File: src/bve_pkg.sv
// Shared types, constants and control structs of the bounded vector engine.
`default_nettype none

package bve_pkg;

  localparam int DEPTH_DEFAULT = 64;
  localparam int WIDTH_DEFAULT = 32;

  localparam int CMD_W     = 3;
  localparam int POS_W     = 6;
  localparam int VAL_W     = 32;
  localparam int OUT_IDX_W = 7;
  localparam int MAX_WORD_W = 64;

  localparam logic [OUT_IDX_W-1:0] MATCH_NONE = '1;

  typedef enum logic [CMD_W-1:0] {
    CMD_PUSH   = 3'd0,
    CMD_POP    = 3'd1,
    CMD_INSERT = 3'd2,
    CMD_REMOVE = 3'd3,
    CMD_GET    = 3'd4,
    CMD_FIND   = 3'd5,
    CMD_CLEAR  = 3'd6
  } cmd_t;

  typedef enum logic [2:0] {
    IDX_HOLD     = 3'd0,
    IDX_COUNT_M1 = 3'd1,
    IDX_POS      = 3'd2,
    IDX_ZERO     = 3'd3,
    IDX_INC      = 3'd4,
    IDX_DEC      = 3'd5
  } idx_op_t;

  typedef enum logic [1:0] {
    WR_AT_COUNT = 2'd0,
    WR_AT_NEXT  = 2'd1,
    WR_AT_PREV  = 2'd2,
    WR_AT_POS   = 2'd3
  } wr_sel_t;

  typedef enum logic [1:0] {
    CNT_HOLD       = 2'd0,
    CNT_GROW_INC   = 2'd1,
    CNT_DEC_SHRINK = 2'd2,
    CNT_CLEAR      = 2'd3
  } cnt_op_t;

  typedef struct packed {
    logic    latch;
    idx_op_t idx_op;
    logic    rd_en;
    logic    we;
    wr_sel_t wr_sel;
    cnt_op_t cnt_op;
    logic    rd_capture;
    logic    match_capture;
    logic    err_set;
    logic    out_load;
  } dp_ctl_t;

  typedef struct packed {
    cmd_t cmd;
    logic bad;
    logic shift_start;
    logic shift_more;
    logic idx_lt_count;
    logic hit;
  } dp_stat_t;

endpackage

`default_nettype wire

File: src/bve_in_if.sv
// Command channel: valid, ready and one command item.
`default_nettype none

interface bve_in_if;
  logic                            valid;
  logic                            ready;
  logic [bve_pkg::CMD_W-1:0]       cmd;
  logic [bve_pkg::POS_W-1:0]       position;
  logic signed [bve_pkg::VAL_W-1:0] item_value;

  modport source (output valid, output cmd, output position, output item_value,
                  input ready);
  modport sink   (input valid, input cmd, input position, input item_value,
                  output ready);
endinterface

`default_nettype wire

File: src/bve_out_if.sv
// Result channel: valid, ready and one result item.
`default_nettype none

interface bve_out_if;
  logic                                valid;
  logic                                ready;
  logic signed [bve_pkg::VAL_W-1:0]     read_value;
  logic signed [bve_pkg::OUT_IDX_W-1:0] match_index;
  logic [bve_pkg::OUT_IDX_W-1:0]        item_count;
  logic [bve_pkg::OUT_IDX_W-1:0]        capacity_level;
  logic                                error_flag;

  modport source (output valid, output read_value, output match_index,
                  output item_count, output capacity_level, output error_flag,
                  input ready);
  modport sink   (input valid, input read_value, input match_index,
                  input item_count, input capacity_level, input error_flag,
                  output ready);
endinterface

`default_nettype wire

File: src/bve_ram.sv
// Generic single-write, single-read RAM with registered read data.
`default_nettype none

module bve_ram #(
  parameter int WIDTH = bve_pkg::WIDTH_DEFAULT,
  parameter int DEPTH = bve_pkg::DEPTH_DEFAULT
) (
  input  wire logic                     clk,
  input  wire logic                     we,
  input  wire logic [$clog2(DEPTH)-1:0] waddr,
  input  wire logic [WIDTH-1:0]         wdata,
  input  wire logic                     re,
  input  wire logic [$clog2(DEPTH)-1:0] raddr,
  output logic      [WIDTH-1:0]         rdata
);

  logic [WIDTH-1:0] mem [DEPTH];

  always_ff @(posedge clk) begin
    if (we) begin
      mem[waddr] <= wdata;
    end
    if (re) begin
      rdata <= mem[raddr];
    end
  end

endmodule

`default_nettype wire

File: src/bve_datapath.sv
// Datapath: latched command, index walker, count and capacity, element store, result.
`default_nettype none

module bve_datapath #(
  parameter int DEPTH = bve_pkg::DEPTH_DEFAULT,
  parameter int WIDTH = bve_pkg::WIDTH_DEFAULT
) (
  input  wire logic                                clk,
  input  wire logic                                rst,
  input  wire logic [bve_pkg::CMD_W-1:0]           cmd,
  input  wire logic [bve_pkg::POS_W-1:0]           position,
  input  wire logic signed [bve_pkg::VAL_W-1:0]    item_value,
  input  wire bve_pkg::dp_ctl_t                    ctl,
  output bve_pkg::dp_stat_t                        stat,
  output logic signed [bve_pkg::VAL_W-1:0]         read_value,
  output logic signed [bve_pkg::OUT_IDX_W-1:0]     match_index,
  output logic [bve_pkg::OUT_IDX_W-1:0]            item_count,
  output logic [bve_pkg::OUT_IDX_W-1:0]            capacity_level,
  output logic                                     error_flag
);

  localparam int AW = $clog2(DEPTH);
  localparam int CW = $clog2(DEPTH + 1);
  localparam int IW = ((CW > bve_pkg::POS_W) ? CW : bve_pkg::POS_W) + 1;

  bve_pkg::cmd_t                    cmd_q;
  logic [bve_pkg::POS_W-1:0]        pos_q;
  logic [WIDTH-1:0]                 val_q;
  logic [IW-1:0]                    idx;
  logic [CW-1:0]                    count;
  logic [CW-1:0]                    cap;
  logic [bve_pkg::VAL_W-1:0]        rd_word;
  logic [bve_pkg::OUT_IDX_W-1:0]    match_q;
  logic                             err_q;

  logic [bve_pkg::MAX_WORD_W-1:0]   val_ext;
  logic [bve_pkg::MAX_WORD_W-1:0]   rd_ext;
  logic [IW-1:0]                    pos_ext;
  logic [IW-1:0]                    count_ext;
  logic [IW-1:0]                    cap_ext;
  logic [IW-1:0]                    idx_p1;
  logic [IW-1:0]                    idx_m1;
  logic [IW-1:0]                    pos_p1;
  logic [CW:0]                      cap2;
  logic [CW-1:0]                    cnt_m1;
  logic                             full;

  logic [AW-1:0]                    waddr;
  logic [WIDTH-1:0]                 wdata;
  logic [WIDTH-1:0]                 ram_rdata;

  assign val_ext   = {{(bve_pkg::MAX_WORD_W - bve_pkg::VAL_W){1'b0}}, item_value};
  assign rd_ext    = bve_pkg::MAX_WORD_W'($signed(ram_rdata));
  assign pos_ext   = IW'(pos_q);
  assign count_ext = IW'(count);
  assign cap_ext   = IW'(cap);
  assign idx_p1    = idx + IW'(1);
  assign idx_m1    = idx - IW'(1);
  assign pos_p1    = pos_ext + IW'(1);
  assign cap2      = {cap, 1'b0};
  assign cnt_m1    = count - CW'(1);
  assign full      = (count_ext == IW'(DEPTH));

  // Status toward the controller
  always_comb begin
    stat.cmd          = cmd_q;
    stat.idx_lt_count = (idx < count_ext);
    stat.hit          = (ram_rdata == val_q);
    stat.bad          = 1'b0;
    stat.shift_start  = 1'b0;
    stat.shift_more   = 1'b0;
    unique case (cmd_q) inside
      bve_pkg::CMD_PUSH: begin
        stat.bad = full;
      end
      bve_pkg::CMD_POP: begin
        stat.bad = (count == '0);
      end
      bve_pkg::CMD_INSERT: begin
        stat.bad         = full || (pos_ext > count_ext);
        stat.shift_start = (count_ext != pos_ext);
        stat.shift_more  = (idx != pos_ext);
      end
      bve_pkg::CMD_REMOVE: begin
        stat.bad         = (pos_ext >= count_ext);
        stat.shift_start = (pos_p1 < count_ext);
        stat.shift_more  = (idx_p1 < count_ext);
      end
      bve_pkg::CMD_GET: begin
        stat.bad = (pos_ext >= count_ext);
      end
      default: begin
        stat.bad = 1'b0;
      end
    endcase
  end

  always_comb begin
    case (ctl.wr_sel)
      bve_pkg::WR_AT_COUNT: begin
        waddr = count_ext[AW-1:0];
        wdata = val_q;
      end
      bve_pkg::WR_AT_NEXT: begin
        waddr = idx_p1[AW-1:0];
        wdata = ram_rdata;
      end
      bve_pkg::WR_AT_PREV: begin
        waddr = idx_m1[AW-1:0];
        wdata = ram_rdata;
      end
      default: begin
        waddr = pos_ext[AW-1:0];
        wdata = val_q;
      end
    endcase
  end

  bve_ram #(
    .WIDTH(WIDTH),
    .DEPTH(DEPTH)
  ) u_store (
    .clk  (clk),
    .we   (ctl.we),
    .waddr(waddr),
    .wdata(wdata),
    .re   (ctl.rd_en),
    .raddr(idx[AW-1:0]),
    .rdata(ram_rdata)
  );

  // Command latch and per-command working result
  always_ff @(posedge clk) begin
    if (ctl.latch) begin
      cmd_q   <= bve_pkg::cmd_t'(cmd);
      pos_q   <= position;
      val_q   <= val_ext[WIDTH-1:0];
      rd_word <= '0;
      match_q <= bve_pkg::MATCH_NONE;
      err_q   <= 1'b0;
    end else begin
      if (ctl.rd_capture) begin
        rd_word <= rd_ext[bve_pkg::VAL_W-1:0];
      end
      if (ctl.match_capture) begin
        match_q <= idx[bve_pkg::OUT_IDX_W-1:0];
      end
      if (ctl.err_set) begin
        err_q <= 1'b1;
      end
    end
  end

  always_ff @(posedge clk) begin
    case (ctl.idx_op)
      bve_pkg::IDX_COUNT_M1: idx <= count_ext - IW'(1);
      bve_pkg::IDX_POS:      idx <= pos_ext;
      bve_pkg::IDX_ZERO:     idx <= '0;
      bve_pkg::IDX_INC:      idx <= idx_p1;
      bve_pkg::IDX_DEC:      idx <= idx_m1;
      default:               idx <= idx;
    endcase
  end

  // Count and logical capacity
  always_ff @(posedge clk) begin
    if (rst) begin
      count <= '0;
      cap   <= CW'(1);
    end else begin
      case (ctl.cnt_op)
        bve_pkg::CNT_GROW_INC: begin
          if (count == cap) begin
            cap <= (cap2 > (CW + 1)'(DEPTH)) ? CW'(DEPTH) : cap2[CW-1:0];
          end
          count <= count + CW'(1);
        end
        bve_pkg::CNT_DEC_SHRINK: begin
          if (cnt_m1 < (cap >> 1)) begin
            cap <= cap >> 1;
          end
          count <= cnt_m1;
        end
        bve_pkg::CNT_CLEAR: begin
          count <= '0;
          cap   <= CW'(1);
        end
        default: begin
          count <= count;
        end
      endcase
    end
  end

  // Output register
  always_ff @(posedge clk) begin
    if (ctl.out_load) begin
      read_value     <= rd_word;
      match_index    <= match_q;
      item_count     <= count_ext[bve_pkg::OUT_IDX_W-1:0];
      capacity_level <= cap_ext[bve_pkg::OUT_IDX_W-1:0];
      error_flag     <= err_q;
    end
  end

endmodule

`default_nettype wire

File: src/bve_ctrl.sv
// Controller: sequences each command over decode, read, shift, scan and result load.
`default_nettype none

module bve_ctrl (
  input  wire logic              clk,
  input  wire logic              rst,
  input  wire logic              in_valid,
  output logic                   in_ready,
  output logic                   out_valid,
  input  wire logic              out_ready,
  input  wire bve_pkg::dp_stat_t stat,
  output bve_pkg::dp_ctl_t       ctl
);

  typedef enum logic [9:0] {
    S_IDLE     = 10'b0000000001,
    S_DECODE   = 10'b0000000010,
    S_RD       = 10'b0000000100,
    S_RD_WAIT  = 10'b0000001000,
    S_SH_RD    = 10'b0000010000,
    S_SH_WR    = 10'b0000100000,
    S_INS_WR   = 10'b0001000000,
    S_FIND_RD  = 10'b0010000000,
    S_FIND_CMP = 10'b0100000000,
    S_FINISH   = 10'b1000000000
  } state_t;

  state_t state;
  state_t state_next;

  assign in_ready = (state == S_IDLE);

  always_comb begin
    ctl            = '0;
    ctl.idx_op     = bve_pkg::IDX_HOLD;
    ctl.wr_sel     = bve_pkg::WR_AT_COUNT;
    ctl.cnt_op     = bve_pkg::CNT_HOLD;
    ctl.latch      = in_valid && in_ready;
    state_next     = state;
    unique case (state)
      S_IDLE: begin
        if (in_valid) begin
          state_next = S_DECODE;
        end
      end
      S_DECODE: begin
        if (stat.bad) begin
          ctl.err_set = 1'b1;
          state_next  = S_FINISH;
        end else begin
          unique case (stat.cmd) inside
            bve_pkg::CMD_PUSH: begin
              ctl.we     = 1'b1;
              ctl.wr_sel = bve_pkg::WR_AT_COUNT;
              ctl.cnt_op = bve_pkg::CNT_GROW_INC;
              state_next = S_FINISH;
            end
            bve_pkg::CMD_POP: begin
              ctl.idx_op = bve_pkg::IDX_COUNT_M1;
              state_next = S_RD;
            end
            bve_pkg::CMD_INSERT: begin
              if (stat.shift_start) begin
                ctl.idx_op = bve_pkg::IDX_COUNT_M1;
                state_next = S_SH_RD;
              end else begin
                state_next = S_INS_WR;
              end
            end
            bve_pkg::CMD_REMOVE, bve_pkg::CMD_GET: begin
              ctl.idx_op = bve_pkg::IDX_POS;
              state_next = S_RD;
            end
            bve_pkg::CMD_FIND: begin
              ctl.idx_op = bve_pkg::IDX_ZERO;
              state_next = S_FIND_RD;
            end
            bve_pkg::CMD_CLEAR: begin
              ctl.cnt_op = bve_pkg::CNT_CLEAR;
              state_next = S_FINISH;
            end
            default: begin
              state_next = S_FINISH;
            end
          endcase
        end
      end
      S_RD: begin
        ctl.rd_en  = 1'b1;
        state_next = S_RD_WAIT;
      end
      S_RD_WAIT: begin
        ctl.rd_capture = 1'b1;
        state_next     = S_FINISH;
        if (stat.cmd == bve_pkg::CMD_POP) begin
          ctl.cnt_op = bve_pkg::CNT_DEC_SHRINK;
        end else if (stat.cmd == bve_pkg::CMD_REMOVE) begin
          if (stat.shift_start) begin
            ctl.idx_op = bve_pkg::IDX_INC;
            state_next = S_SH_RD;
          end else begin
            ctl.cnt_op = bve_pkg::CNT_DEC_SHRINK;
          end
        end
      end
      S_SH_RD: begin
        ctl.rd_en  = 1'b1;
        state_next = S_SH_WR;
      end
      S_SH_WR: begin
        ctl.we = 1'b1;
        if (stat.cmd == bve_pkg::CMD_INSERT) begin
          ctl.wr_sel = bve_pkg::WR_AT_NEXT;
          if (stat.shift_more) begin
            ctl.idx_op = bve_pkg::IDX_DEC;
            state_next = S_SH_RD;
          end else begin
            state_next = S_INS_WR;
          end
        end else begin
          ctl.wr_sel = bve_pkg::WR_AT_PREV;
          if (stat.shift_more) begin
            ctl.idx_op = bve_pkg::IDX_INC;
            state_next = S_SH_RD;
          end else begin
            ctl.cnt_op = bve_pkg::CNT_DEC_SHRINK;
            state_next = S_FINISH;
          end
        end
      end
      S_INS_WR: begin
        ctl.we     = 1'b1;
        ctl.wr_sel = bve_pkg::WR_AT_POS;
        ctl.cnt_op = bve_pkg::CNT_GROW_INC;
        state_next = S_FINISH;
      end
      S_FIND_RD: begin
        if (stat.idx_lt_count) begin
          ctl.rd_en  = 1'b1;
          state_next = S_FIND_CMP;
        end else begin
          state_next = S_FINISH;
        end
      end
      S_FIND_CMP: begin
        if (stat.hit) begin
          ctl.match_capture = 1'b1;
          state_next        = S_FINISH;
        end else begin
          ctl.idx_op = bve_pkg::IDX_INC;
          state_next = S_FIND_RD;
        end
      end
      S_FINISH: begin
        if (!out_valid || out_ready) begin
          ctl.out_load = 1'b1;
          state_next   = S_IDLE;
        end
      end
      default: begin
        state_next = S_IDLE;
      end
    endcase
  end

  always_ff @(posedge clk) begin
    if (rst) begin
      state     <= S_IDLE;
      out_valid <= 1'b0;
    end else begin
      state <= state_next;
      if (ctl.out_load) begin
        out_valid <= 1'b1;
      end else if (out_ready) begin
        out_valid <= 1'b0;
      end
    end
  end

endmodule

`default_nettype wire

File: src/bounded_vector_engine_top.sv
// Top level of the bounded vector engine: controller, datapath and channel wiring.
`default_nettype none

// Channel  Dir  Payload                                                      Handshake
// req      in   cmd[2:0], position[5:0], item_value[31:0] signed             valid/ready
// rsp      out  read_value[31:0], match_index[6:0], item_count[6:0],         valid/ready
//               capacity_level[6:0], error_flag
//
// One command is in work at a time; the element store is a single-port-read,
// single-port-write RAM with registered read. Push, clear, errors and unused
// codes go from decode straight to the result; pop and get read one entry;
// insert and remove shift each moved entry by a read and then a write; find reads
// and compares the entries in turn until a hit or the end of the vector.
// Synchronous active-high reset clears count to 0 and capacity to 1 at once; the
// store itself is not cleared. The finished transaction waits in the output
// register, and a new command is taken while it waits; a command that finishes
// while the previous result is still held stalls in its last step until taken.
module bounded_vector_engine_top #(
  parameter int DEPTH = bve_pkg::DEPTH_DEFAULT,
  parameter int WIDTH = bve_pkg::WIDTH_DEFAULT
) (
  input wire logic  clk,
  input wire logic  rst,
  bve_in_if.sink    req,
  bve_out_if.source rsp
);

  bve_pkg::dp_ctl_t  ctl;
  bve_pkg::dp_stat_t stat;
  logic              in_ready;
  logic              out_valid;

  // Sequencer: one-hot state machine, drives the datapath by command struct
  bve_ctrl u_ctrl (
    .clk      (clk),
    .rst      (rst),
    .in_valid (req.valid),
    .in_ready (in_ready),
    .out_valid(out_valid),
    .out_ready(rsp.ready),
    .stat     (stat),
    .ctl      (ctl)
  );

  // Store, index walker, count/capacity and result register
  bve_datapath #(
    .DEPTH(DEPTH),
    .WIDTH(WIDTH)
  ) u_datapath (
    .clk           (clk),
    .rst           (rst),
    .cmd           (req.cmd),
    .position      (req.position),
    .item_value    (req.item_value),
    .ctl           (ctl),
    .stat          (stat),
    .read_value    (rsp.read_value),
    .match_index   (rsp.match_index),
    .item_count    (rsp.item_count),
    .capacity_level(rsp.capacity_level),
    .error_flag    (rsp.error_flag)
  );

  assign req.ready = in_ready;
  assign rsp.valid = out_valid;

  // Accepting a command moves the controller out of idle, so ready drops right after accept
  a_busy_after_accept : assert property (@(posedge clk) disable iff (rst)
    (req.valid && req.ready) |=> !req.ready)
    else $error("command accepted while the previous one was still in work");

  // Never overwrite a result that has not been taken
  a_no_overwrite : assert property (@(posedge clk) disable iff (rst)
    ctl.out_load |-> (!rsp.valid || rsp.ready))
    else $error("result register loaded over a pending result");

  // An erroring command returns no element and no match
  a_error_payload : assert property (@(posedge clk) disable iff (rst)
    (rsp.valid && rsp.error_flag) |->
      (rsp.read_value == '0) && (rsp.match_index == bve_pkg::MATCH_NONE))
    else $error("error result carries a read value or match index");

endmodule

`default_nettype wire
File: src/flat_wrapper.sv
// flat-port wrapper written by rule: the top's interface ports become plain ports
module bounded_vector_engine_top_flat 
#(
  parameter int DEPTH = bve_pkg::DEPTH_DEFAULT,
  parameter int WIDTH = bve_pkg::WIDTH_DEFAULT
)
  (clk, rst, req_valid, req_cmd, req_position, req_item_value, req_ready, rsp_valid, rsp_read_value, rsp_match_index, rsp_item_count, rsp_capacity_level, rsp_error_flag, rsp_ready);
  bve_in_if req_i ();
  bve_out_if rsp_i ();
  input wire logic clk;
  input wire logic rst;
  input wire logic [$bits(req_i.valid)-1:0] req_valid;
  input wire logic [$bits(req_i.cmd)-1:0] req_cmd;
  input wire logic [$bits(req_i.position)-1:0] req_position;
  input wire logic [$bits(req_i.item_value)-1:0] req_item_value;
  output wire logic [$bits(req_i.ready)-1:0] req_ready;
  output wire logic [$bits(rsp_i.valid)-1:0] rsp_valid;
  output wire logic [$bits(rsp_i.read_value)-1:0] rsp_read_value;
  output wire logic [$bits(rsp_i.match_index)-1:0] rsp_match_index;
  output wire logic [$bits(rsp_i.item_count)-1:0] rsp_item_count;
  output wire logic [$bits(rsp_i.capacity_level)-1:0] rsp_capacity_level;
  output wire logic [$bits(rsp_i.error_flag)-1:0] rsp_error_flag;
  input wire logic [$bits(rsp_i.ready)-1:0] rsp_ready;
  assign req_i.valid = req_valid;
  assign req_i.cmd = req_cmd;
  assign req_i.position = req_position;
  assign req_i.item_value = req_item_value;
  assign req_ready = req_i.ready;
  assign rsp_valid = rsp_i.valid;
  assign rsp_read_value = rsp_i.read_value;
  assign rsp_match_index = rsp_i.match_index;
  assign rsp_item_count = rsp_i.item_count;
  assign rsp_capacity_level = rsp_i.capacity_level;
  assign rsp_error_flag = rsp_i.error_flag;
  assign rsp_i.ready = rsp_ready;
  bounded_vector_engine_top #(.DEPTH(DEPTH), .WIDTH(WIDTH)) u_core (.clk(clk), .rst(rst), .req(req_i), .rsp(rsp_i));
endmodule
File: config.mk
export PLATFORM = sky130hd
export DESIGN_NAME = bounded_vector_engine_top_flat
export DESIGN_NICKNAME = d
export VERILOG_FILES = /design/src/bve_pkg.sv /design/src/bve_in_if.sv /design/src/bve_out_if.sv /design/src/bve_ram.sv /design/src/bve_datapath.sv /design/src/bve_ctrl.sv /design/src/bounded_vector_engine_top.sv /design/src/flat_wrapper.sv
export SDC_FILE = /design/constraint.sdc
export NUM_CORES = 2
export LEC_CHECK = 0
export CORE_UTILIZATION = 38
export CTS_BUF_LIST = sky130_fd_sc_hd__clkbuf_4 sky130_fd_sc_hd__clkbuf_8
export CTS_CLUSTER_DIAMETER = 50
export DETAILED_ROUTE_END_ITERATION = 7
export DONT_BUFFER_PORTS = 1
export PLACE_DENSITY_LB_ADDON = 0.08
export SYNTH_ARGS = -nofsm -noshare
export SYNTH_HDL_FRONTEND = slang
export SYNTH_SLANG_ARGS = --single-unit
File: constraint.sdc
create_clock -name clk -period 7 [get_ports clk]
set_input_delay 0.35 -clock clk [delete_from_list [all_inputs] [get_ports clk]]
set_output_delay 0.35 -clock clk [all_outputs]
set_load 0.005 [all_outputs]
==> impl_results.md <==
- Synth area leader: edfxtp_1
- Initial antenna violation count: 26
- TritonCTS clock tree: done
- Vias post-DR: 42407
- Die W: 482 microns
- Crit start category: register
- Root buffer cell: clkbuf_8
- Worst Path Arrival: 6480 ps
- Rows: 175
- WL met3: 14800 microns
- Crit-path max FO: 25
- Crit path max-delay cell type: nor2_4
- Finished Core Util: 44.1%
- Max Cap Viol: 0
- Lkg Pwr: 31.4 nW
- Num CTS Buffers: 397
- Total global-route track usage: 21.8%
- I/O pins: 101
- Setup_tns: 0 ps
- DRC viols: 0
- Peak supply drop: 208 uV
- Synth unique cells: 80
- Clock skew: 87.2 ps
- Final HPWL DP: 153000 microns
- H-tree Lvls: 5
- Worst-skew pair later-pin latency: 1070 ps
- Layout area overhead: 15.0%
- First-pass iteration count of the detailed router: 6
- CP Capture Type: register
- Post-route ant nets: 0
- Crit share post-route: 81.4%
- Metal2 WL: 119000 microns
- WP buf/inv: 2
- Crit path largest cell delay: 1060 ps
- Core Box Area: 228000 sq um
- Clk sinks: 2248
- Largest net degree at the start of global routing: 103
- Worst Max-Slew Pin Slew: 1370 ps
- Status: finished, final reports clean
- NumNets Final: 4472
- Remaining global-route overflow: 0
- Min-Delay Path Class: in2reg
- Post-synth EDFFs: 2183
- Ys async rst share: 0%
- Post-synth top flop: edfxtp_1
- Final Hold Fails: 0
- Post-Syn Area per Cell: 22.1 sq um
- Die height: 482 microns
- RSZ-0062 raised after global routing: no
- Post-CTS setup buffers: 0
- Final setup viols: 0
- Starting Density: 38.4%
- Average vias per placed instance: 5.50
- Die ar.: 232000 sq um
- Top Layer Used: met4
- Layout cells sized above 1: 32.0%
- Syn_nets: 4044
- Max Fclk: 176 MHz
- Top delay family on crit path: simple AND/OR/NAND/NOR gates
- Sequential element share of the synthesized area: 76.4%
- Post-Syn Area: 87500 sq um
- CP Class: reg2reg
- Wire length on met1: 113000 microns
- Power density over cell area: 274 nW/um^2
- Cells after synthesis: 3960
- Min Tclk post-route: 5690 ps
- Crit path cell chain: inv_1, ha_1, and4b_1, a31oi_1, a21o_1, a2111oi_0, o21ai_0, nand2b_1, nor2_4, buf_4
- DR iter-0 viols: 4332
- Synthesis warning total: 0
- Synth top area cells: edfxtp_1 75%, mux4_2 16%, dfxtp_1 1.5%
- Fill cell count: 19553
- Fin. max-slew vios: 0
- Area share of the largest cell type after synthesis: 74.9%
- Number of global-route vias before repair: 43517
- Req. time, crit path: 7790 ps
- Flop and latch count out of synthesis: 2248
- Worst slew margin: 8.72%
- Global-route wire length before repair: 351000 microns
- Wirelength per Cell: 32.7 microns
- GPL Wtd Cong: 0.826
- Total Wirelength: 252000 microns
- Clk slew on worst S/H paths: 60 ps
- Port buffer count: 0
- Clock tree buffer depth: 4
==> metal layers <==
metal | vias to the layer above | GRT usage, %
met4 | 0 | 5.26
met2 | 1443 | 34.1
met5 | - | 0
met1 | 23056 | 31.5
li1 | 17609 | -
met3 | 299 | 4.07
==> cell type report <==
class	instances	area, sq um	share of cell area [%]
clock buffer	540	6610	6.56
timing repair buffer	243	2150	2.14
inverter	39	151	0.150
clock inverter	156	1030	1.02
sequential	2248	66900	66.4
tap	3009	3760	3.74
antenna	11	27.5	0.0273
multi-input combinational	1459	20100	20.0
==> worst reg2reg max path, cell delays in order (launching register included) <==
cell       delay [ps]
dfxtp_1           550
inv_1             230
ha_1              350
and4b_1           250
a31oi_1            90
a21o_1            190
a2111oi_0        1040
o21ai_0           400
nand2b_1          900
nor2_4           1070
buf_4             340
==> logic make-up (layout without fill, tap and decap cells) <==
logic type | Yosys count | in the layout | synth area share [%]
AO/OA/AOI/OAI | 237 | 237 | 1.87
other | 0 | 11 | 0
AND/OR/NAND/NOR | 404 | 404 | 2.22
flip-flops | 2248 | 2248 | 76.4
buffers and inverters | 253 | 978 | 1.26
XOR/XNOR | 69 | 69 | 0.691
adder cells (fa/ha/maj) | 39 | 39 | 0.558
multiplexers | 710 | 710 | 17.0
==> path summary, 6_finish.rpt <==
kind / from / to / slack (ps) / depth (start not counted)
hold / removal: req_valid / u_core.u_ctrl.state[0] / 180 / 4
hold reg to reg: u_core.u_datapath.rd_word[21] / u_core.u_datapath.read_value[21] / 430 / 0
setup / recovery: u_core.u_datapath.count[5] / u_core.u_datapath.u_store.mem[56][3] / 1310 / 10
setup reg to reg: u_core.u_datapath.count[5] / u_core.u_datapath.u_store.mem[56][3] / 1310 / 10
==> cell usage in the layout, fill, tap and decap left out, types with 7 or more instances in the layout <==
cell type / instances
edfxtp_1: 2183
mux4_2: 618
clkbuf_8: 408
nor2_1: 46
o221ai_1: 16
a21o_1: 9
a21oi_1: 66
mux2_4: 7
xnor2_1: 56
dfxtp_1: 65
mux2_2: 27
inv_1: 37
and2_1: 10
bufinv_16: 13
buf_4: 148
mux2i_1: 57
nor3_1: 16
buf_12: 9
o22ai_1: 15
diode_2: 11
nor4_1: 8
nand2b_1: 15
nand2_1: 144
a31oi_1: 27
xor2_1: 13
a211oi_1: 35
nor2_4: 64
ha_1: 39
nor2b_1: 21
clkinvlp_4: 11
nand3_1: 16
clkbuf_4: 132
o21ai_0: 23
nand4_1: 23
clkinv_2: 29
dlygate4sd3_1: 86
clkinv_1: 98
and3_1: 7
==> timing repair <==
action / in CTS / in global routing
endpoints found under the hold margin: 98 / 0
gates resized for setup: 0 / 0
hold buffers: 86 / 0
==> where the power goes <==
group | internal, mW | switching, mW | leakage (nW)
Combinational | 0.177 | 0.604 | 7.18
Sequential | 14.9 | 0.0311 | 20.2
Clock | 6.56 | 5.37 | 4.02
==> state kept, by name (all words and copies together), names as in the netlist, 8 cells and up <==
signal	count
u_core.u_datapath.rd_word	32
u_core.u_datapath.u_store.mem	2048
u_core.u_datapath.val_q	32
u_core.u_datapath.u_store.rdata	32
u_core.u_ctrl.state	10
u_core.u_datapath.read_value	32
u_core.u_datapath.idx	8
==> stage by stage <==
stage | instances | cell area [sq um] | power [mW] | hold slack, ps | setup slack (ps)
after CTS | 7694 | 101000 | 28.0 | 17.6 | 1450
after floorplan | 3960 | 87500 | 15.5 | 406 | 2090
final | 7705 | 101000 | 27.6 | 176 | 1310
after global placement | 6912 | 92200 | 16.0 | 415 | 1570
after global routing | 7698 | 101000 | 28.6 | 109 | 1160
after detailed placement | 6912 | 92200 | 16.0 | 419 | 1480
==> synth_stat cells, types with 4 or more instances <==
cell type and count:
edfxtp_1 2183, mux4_2 618, nand2_1 144, nor2_1 110
clkbuf_1 109, a21oi_1 66, buf_2 66, dfxtp_1 65
mux2i_1 57, xnor2_1 56, ha_1 39, inv_1 37
a211oi_1 36, mux2_2 34, a31oi_1 27, buf_1 25
nand4_1 23, o21ai_0 23, nor2b_1 22, nand3_1 16
nor3_1 16, o221ai_1 16, o22ai_1 16, nand2b_1 15
xor2_1 13, and2_1 10, a21o_1 9, buf_4 8
nor4_1 8, and3_1 7, or3_1 6, a221oi_1 4
buf_6 4
(Power assumes the default switching activity.)
